$ cat config.mk
export PLATFORM = sky130hd
export DESIGN_NAME = gsir_div
export DESIGN_NICKNAME = d
export VERILOG_FILES = /design/src/hdl/gillespie_sir_event_step_assert.svh /design/src/hdl/gsir_pkg.sv /design/src/hdl/gsir_div.sv
export SDC_FILE = /design/constraint.sdc
export NUM_CORES = 1
export LEC_CHECK = 0
export BUFFER_PORTS_ARGS = -buffer_cell sky130_fd_sc_hd__buf_2
export CORE_MARGIN = 2
export CORE_UTILIZATION = 55
export CTS_BUF_LIST = sky130_fd_sc_hd__clkbuf_2 sky130_fd_sc_hd__clkbuf_4 sky130_fd_sc_hd__clkbuf_8
export DETAILED_ROUTE_END_ITERATION = 12
export PLACE_DENSITY = 0.77
export SLEW_MARGIN = 0
export SYNTH_ARGS = -nofsm -noshare
export SYNTH_HDL_FRONTEND = slang
export SYNTH_SLANG_ARGS = --single-unit
$ cat constraint.sdc
create_clock -name clk_i -period 2.9 [get_ports clk_i]
set_input_delay 0.29 -clock clk_i [delete_from_list [all_inputs] [get_ports clk_i]]
set_output_delay 0.29 -clock clk_i [all_outputs]
set_load 0.03 [all_outputs]
$ cat src/hdl/gillespie_sir_event_step_assert.svh
// Assertion macros used by the block's top-level RTL file.
`ifndef GILLESPIE_SIR_EVENT_STEP_ASSERT_SVH
`define GILLESPIE_SIR_EVENT_STEP_ASSERT_SVH

// Checked on every rising clock edge outside reset.
`define GSIR_ASSERT(name, prop, msg) \
  name: assert property (@(posedge clk_i) disable iff (!rst_ni) prop) \
    else $error(msg);

// Checked on every rising clock edge, reset included.
`define GSIR_ASSERT_ALWAYS(name, prop, msg) \
  name: assert property (@(posedge clk_i) prop) else $error(msg);

`endif

$ cat src/hdl/gsir_pkg.sv
`default_nettype none

package gsir_pkg;

  localparam int unsigned RATE_W      = 48;
  localparam int unsigned TIME_W      = 64;
  localparam int unsigned UNI_W       = 32;
  localparam int unsigned CNT_FIELD_W = 20;
  localparam int unsigned TAL_FIELD_W = 32;
  localparam int unsigned TERM_W      = 60;
  localparam int unsigned SUM_W       = 62;
  localparam int unsigned ACC_W       = 112;
  localparam int unsigned LOG_W       = 38;
  localparam int unsigned FRAC_W      = 32;
  localparam int unsigned QUO_W       = LOG_W + FRAC_W;

  localparam logic [UNI_W-1:0]  LN2_Q32  = 32'd2977044472;
  localparam logic [TERM_W-1:0] TERM_CAP = '1;

  localparam logic [RATE_W-1:0]      RST_BIRTH_RATE     = 48'd2147483648000;
  localparam logic [RATE_W-1:0]      RST_DEATH_RATE     = 48'd2147483648;
  localparam logic [RATE_W-1:0]      RST_INFECTION_RATE = 48'd25769804;
  localparam logic [RATE_W-1:0]      RST_RECOVERY_RATE  = 48'd429496730;
  localparam logic [CNT_FIELD_W-1:0] RST_INIT_S         = 20'd100;
  localparam logic [CNT_FIELD_W-1:0] RST_INIT_I         = 20'd750;
  localparam logic [CNT_FIELD_W-1:0] RST_INIT_R         = 20'd150;
  localparam logic [TIME_W-1:0]      RST_REPORT_IVL     = 64'd4294967296;

  typedef enum logic [2:0] {
    CFG_BIRTH_RATE     = 3'd0,
    CFG_DEATH_RATE     = 3'd1,
    CFG_INFECTION_RATE = 3'd2,
    CFG_RECOVERY_RATE  = 3'd3,
    CFG_INIT_S         = 3'd4,
    CFG_INIT_I         = 3'd5,
    CFG_INIT_R         = 3'd6,
    CFG_REPORT_IVL     = 3'd7
  } cfg_idx_e;

  typedef enum logic [2:0] {
    KIND_BIRTH   = 3'd0,
    KIND_DEATH_S = 3'd1,
    KIND_DEATH_I = 3'd2,
    KIND_DEATH_R = 3'd3,
    KIND_INFECT  = 3'd4,
    KIND_RECOVER = 3'd5
  } kind_e;

  typedef enum logic [2:0] {
    TERM_DEATH   = 3'd0,
    TERM_SI      = 3'd1,
    TERM_INFECT  = 3'd2,
    TERM_RECOVER = 3'd3,
    TERM_TARGET  = 3'd4,
    TERM_VICTIM  = 3'd5,
    TERM_LN      = 3'd6
  } term_e;

  typedef enum logic [8:0] {
    ST_IDLE   = 9'b000000001,
    ST_TERM   = 9'b000000010,
    ST_TOTAL  = 9'b000000100,
    ST_DECIDE = 9'b000001000,
    ST_NORM   = 9'b000010000,
    ST_SQUARE = 9'b000100000,
    ST_LFIN   = 9'b001000000,
    ST_DIV    = 9'b010000000,
    ST_FIN    = 9'b100000000
  } state_e;

endpackage

`default_nettype wire

$ cat src/hdl/gsir_div.sv
`default_nettype none

module gsir_div (
  input  wire logic                        clk_i,
  input  wire logic                        rst_ni,
  input  wire logic                        start_i,
  input  wire logic [gsir_pkg::LOG_W-1:0]  num_i,
  input  wire logic [gsir_pkg::SUM_W-1:0]  den_i,
  output logic                             done_o,
  output logic [gsir_pkg::TIME_W-1:0]      quo_o
);
  import gsir_pkg::*;

  localparam int unsigned CNT_W = $clog2(QUO_W + 1);

  logic              busy_q;
  logic              done_q;
  logic [CNT_W-1:0]  cnt_q;
  logic [QUO_W-1:0]  dvd_q;
  logic [QUO_W-1:0]  quo_q;
  logic [SUM_W-1:0]  den_q;
  logic [SUM_W-1:0]  rem_q;
  logic [SUM_W:0]    rem_sh;
  logic              fits;
  logic [SUM_W:0]    rem_d;

  // One quotient bit per cycle, restoring.
  always_comb begin
    rem_sh = {rem_q, dvd_q[QUO_W-1]};
    fits   = rem_sh >= {1'b0, den_q};
    rem_d  = fits ? rem_sh - {1'b0, den_q} : rem_sh;
  end

  always_ff @(posedge clk_i or negedge rst_ni) begin
    if (!rst_ni) begin
      busy_q <= 1'b0;
      done_q <= 1'b0;
      cnt_q  <= '0;
    end else begin
      done_q <= 1'b0;
      if (start_i) begin
        busy_q <= 1'b1;
        cnt_q  <= '0;
      end else if (busy_q) begin
        cnt_q <= cnt_q + 1'b1;
        if (cnt_q == CNT_W'(QUO_W - 1)) begin
          busy_q <= 1'b0;
          done_q <= 1'b1;
        end
      end
    end
  end

  always_ff @(posedge clk_i) begin
    if (start_i) begin
      dvd_q <= {num_i, {FRAC_W{1'b0}}};
      den_q <= den_i;
      rem_q <= '0;
      quo_q <= '0;
    end else if (busy_q) begin
      dvd_q <= {dvd_q[QUO_W-2:0], 1'b0};
      rem_q <= rem_d[SUM_W-1:0];
      quo_q <= {quo_q[QUO_W-2:0], fits};
    end
  end

  assign done_o = done_q;
  assign quo_o  = (|quo_q[QUO_W-1:TIME_W]) ? {TIME_W{1'b1}} : quo_q[TIME_W-1:0];

endmodule

`default_nettype wire

Word-level counts from Yosys, hierarchy flattened

Cells that the tools add are included.

Register bits: 241
Input bits: 103
Output and inout port bits: 65
Logic and storage cells: 25

Add/subtract/negate cells: 2
Magnitude comparators: 1
Equality and inequality tests: 1
Muxes and demuxes: 12
Reduce and logical (&&, ||, !) cells: 2

Operators by type and width:

| operator                                    | count |
|---|---|
| 2-to-1 mux 70 bit                           | 2 |
| 2-to-1 mux 64 bit                           | 1 |
| >= comparator 63 x 62 -> 1 bit              | 1 |
| 2-to-1 mux 62 bit                           | 1 |
| subtractor 62 bit                           | 1 |
| 2-to-1 mux 7 bit                            | 2 |
| adder 7 x 1 -> 7 bit, second input constant | 1 |
| == test 7 bit, second input constant        | 1 |
| 2-to-1 mux 1 bit                            | 6 |
| OR reduction 6 bit                          | 1 |
| nonzero test 2 bit                          | 1 |

Logic depth before layout (Yosys ltp)

Depth after elaboration: 4
Depth in mapped cells: 16
Gate-level depth less buffers: 14

Worst setup path after synthesis

OpenSTA, ideal clock, no wires.

Kind: flip-flop to flip-flop
Start: register dvd_q[69]
End: register rem_q[48]
Library setup time: 0.091 ns
Arrival time: 3.131 ns
Required time: 2.809 ns
Setup slack: -0.322 ns
Cell stages (with the launch flop): 15
Buffers on the path: 0
Cell sequence: edfxtp_1 -> inv_1 -> ha_1 -> inv_1 -> fa_1 -> a21o_1 -> a221o_1 -> o211ai_1 -> o211ai_1 -> a31oi_1 -> o21ai_0 -> a41oi_1 -> o21ai_0 -> mux2i_1 -> a311oi_1

Longest elaborated chain between the ends: 2
Elaborated cells between the ends (all ways): 3
Classes of those cells: add/sub (1); order compare (1); mux (1)

RTL lines:

| item                                                                       | line                           | text |
|---|---|---|
| start, declared                                                            | gsir_div.sv:19                 | `logic [QUO_W-1:0] dvd_q;` |
| start signal, assigned                                                     | gsir_div.sv:56                 | `dvd_q <= {num_i, {FRAC_W{1'b0}}};` |
| start signal, assigned                                                     | gsir_div.sv:61                 | `dvd_q <= {dvd_q[QUO_W-2:0], 1'b0};` |
| subtractor 62 bit / >= comparator 63 x 62 -> 1 bit (equally long branches) | gsir_div.sv:31, gsir_div.sv:30 |  |
| 2-to-1 mux 62 bit *                                                        | gsir_div.sv:31                 | `rem_d = fits ? rem_sh - {1'b0, den_q} : rem_sh;` |
| end signal, assigned                                                       | gsir_div.sv:62                 | `rem_q <= rem_d[SUM_W-1:0];` |
| end, declared                                                              | gsir_div.sv:22                 | `logic [SUM_W-1:0] rem_q;` |

Every way passes the cells marked *; elsewhere a longest branch is shown, timed or not.
A chain may end at the register's enable or synchronous reset.

Worst setup path after layout

Start: register dvd_q[69]
End: register rem_q[32]

The elaborated chain is that of the path after synthesis.

==> impl_metrics.json <==
{
  "path_max_fanout": 5,
  "cts_tree": "built",
  "path_clk_slew_ns": 0.06,
  "yosysMostFrequentCell": "nor2_1",
  "drtIter0Drc": 1147,
  "hpwl_mm": 23.5,
  "numClockSinks": 241,
  "synthTopCellsByArea": "edfxtp_1, dfxtp_1, mux2i_1",
  "nNetsFinal": 2028,
  "setup_viol": 62,
  "crit_required_ns": 3.33,
  "ir_worst_vdd_v": 0.000415,
  "grt_max_degree": 72,
  "top_layer_used": "met4",
  "dpl_worst_slack_ns": -0.295,
  "synth_commonest_cells": "nor2_1, dfxtp_1, a21oi_1",
  "portBuffers": 167,
  "seq_area_frac_synth_pct": 43.6,
  "instances_no_fill": 2217,
  "area_growth_pct": 42.6,
  "synth_area_sq_mm": 0.0135,
  "htreeDepth": 2,
  "postSynthAreaPerCell_sq_um": 9.44,
  "fin_crit_sh_pct": 113,
  "switching_share_pct": 36.1,
  "r2r_start": "dvd_q[69]",
  "synth_enable_flop_cells": 100,
  "cellPowerDensity_mw_per_mm2": 730,
  "track_usage_pct": 28.7,
  "slew_violations": 0,
  "p_int_mw": 8.95,
  "whs_ns": 0.0170,
  "endpoint_kind": "flip-flop",
  "chipWidth_um": 160,
  "die_area_sq_mm": 0.0257,
  "pwr-share-comb_pct": 46.6,
  "wl_per_cell_um": 18.6,
  "rsz0062_at_grt": "yes",
  "drive_above_1_share_pct": 41.4,
  "num_io_pins": 168,
  "clockRootBuffer": "clkbuf_8",
  "fmax_mhz": 305,
  "grt_antenna_before_repair": 1,
  "route.met3.wl_mm": 3.22,
  "drv_cap": 0,
  "fin_ws_ns": -0.377,
  "rows": 57,
  "synthCells": 1426,
  "synth-main-ff-cell": "dfxtp_1",
  "wirelength_mm": 41.3,
  "hold_viol": 0,
  "fin_crit_ns": 3.28,
  "fill_cells": 1349,
  "seqPwrFrac_pct": 29.9,
  "route.detailed.drc": 0,
  "yosys_register_bits": 241,
  "initial_core_util_pct": 55.7,
  "crit_type": "reg2reg",
  "vias": 12900,
  "worstRegToRegCells": 16,
  "drtAntennaViolNets": 0,
  "rrSetupSlack_ns": -0.38,
  "synth_area_leader_cell": "edfxtp_1",
  "grt_pass1_vias": 12700,
  "numPlacedInstances": 2025,
  "fin_skew_ns": 0.0589,
  "cts_buffers": 42,
  "hold_path.class": "in2reg",
  "switching_power_mw": 5.06,
  "yosysTopAreaCellShare_pct": 22.3,
  "wl_met1_mm": 16.1,
  "synth.distinct_cells": 68,
  "synthArstFlopShare_pct": 3.73,
  "via_per_inst": 5.84,
  "r2r-end": "rem_q[32]",
  "slew_headroom_pct": 54.5,
  "clockBufferDepth": 3,
  "holdPathEnd": "dvd_q[35]",
  "gr-total-overflow": 0,
  "min_path_cells": 2,
  "power_frac_clock_pct": 23.6,
  "ys_warn_count": 0,
  "synth_nets": 1595,
  "worst_slew_pin_slew_ns": 0.675,
  "dr.pass1.iters": 7,
  "violations": "setup timing",
  "cellLeakagePower_nw": 9.36,
  "hold_path.startpoint": "num_i[3]",
  "wl_met2_mm": 19.7,
  "core_area_sq_mm": 0.0242,
  "grt_first_pass_wirelength_mm": 61.2,
  "insertion_delay_ns": 0.59,
  "setup_tns_ns": -14.80,
  "run_status": "complete, but fails checks",
  "globalplace.congestion": 0.910,
  "crit_path_start_kind": "flip-flop",
  "die_y_um": 160,
  "final_core_util_pct": 79.4,
  "arrival_ns": 3.71
}
## layer usage
metal	vias up	global-route usage, %
met5	-	0
met4	0	13.2
met3	232	5.29
met2	683	48.6
met1	6101	35.7
li1	5926	-
## kinds of logic after synthesis
group                      synth area share [%]
DFF                                        43.6
AOI/OAI and AO/OA                          15.0
adders and majority gates                  6.19
buffers and inverters                      5.31
and+or+nand+nor                            15.3
xor gates and xnor gates                   3.84
muxes                                      10.7
## timing repair
item | CTS | global route
hold buffers | 67 | 0
endpoints found under the setup margin | 62 | 63
pin swaps | 97 | 55
cloned | 8 | 0
resized for setup | 145 | 121
endpoints found under the hold margin | 75 | 0
setup buffers | 27 | 16
## cells in the final DEF, fill, tap and decap left out, types with 20 or more instances in the layout
cell type and count:
mux2i_1 92, buf_2 166, inv_1 74, a211oi_2 25, xnor2_1 26, clkbuf_8 50, ha_1 49, nand2_1 66
edfxtp_1 100, or2_2 68, a21o_1 29, mux2_2 37, dfxtp_1 132, nor2_1 176, dlygate4sd3_1 67, a21oi_1 67
nand4_1 23, xor2_1 20, buf_4 203, o21ai_0 32, a211oi_1 24, a21oi_2 36
## power by group through the flow
| stage | Clock [mW] | Combinational, mW | Sequential, mW |
|---|---|---|---|
| 2_1_floorplan | 0 | 2.90 | 4.14 |
| 3_3_place_gp | 0 | 4.33 | 4.18 |
| 3_5_place_dp | 0 | 4.42 | 4.20 |
| 4_1_cts | 3.32 | 5.61 | 4.15 |
| 5_1_grt | 3.49 | 6.89 | 4.21 |
| 6_report | 3.30 | 6.53 | 4.18 |
## state kept, by name, indices dropped and copies added (netlist names)
name,flops
busy_q,1
rem_q,62
quo_q,70
den_q,62
done_o,1
dvd_q,38
cnt_q,7
## how the worst max path moves through the flow
stage / start / end / slack, ns / cells after the start
floorplan: den_q[34] / rem_q[10] / -0.06 / 15
global placement: dvd_q[69] / rem_q[36] / -0.20 / 15
detailed placement: dvd_q[69] / rem_q[36] / -0.29 / 15
CTS: dvd_q[69] / rem_q[44] / -0.25 / 15
global route: den_q[36] / rem_q[59] / -0.51 / 15
finish: dvd_q[69] / rem_q[32] / -0.38 / 16
## per-stage QoR
| stage | instance area (sq um) | power, mW |
|---|---|---|
| floorplan | 13600 | 7.04 |
| global placement | 16000 | 8.51 |
| detailed placement | 16000 | 8.62 |
| CTS | 18600 | 13.1 |
| global route | 19200 | 14.6 |
| finish | 19200 | 14.0 |
## layout make-up
cell class	count	area (sq um)	area share, %
flip-flops and latches	241	5870	30.6
clock buffers	63	779	4.06
repair buffers	474	3630	18.9
inverters	83	312	1.62
diodes	1	2.50	0.0130
clock inverters	14	109	0.567
multi-input cells	1017	8090	42.1
well taps	324	405	2.11
## critical path, stage by stage, from the launching register on
cell,delay (ns)
edfxtp_1,0.37
inv_2,0.09
ha_4,0.13
inv_2,0.03
fa_2,0.35
a21o_1,0.20
a221o_1,0.34
o211ai_1,0.21
o211ai_1,0.18
a31oi_2,0.23
buf_6,0.17
o21bai_2,0.11
buf_4,0.16
xnor2_2,0.22
nor2_1,0.08
a21oi_1,0.17
a211oi_2,0.10
(Power assumes the default switching activity.)
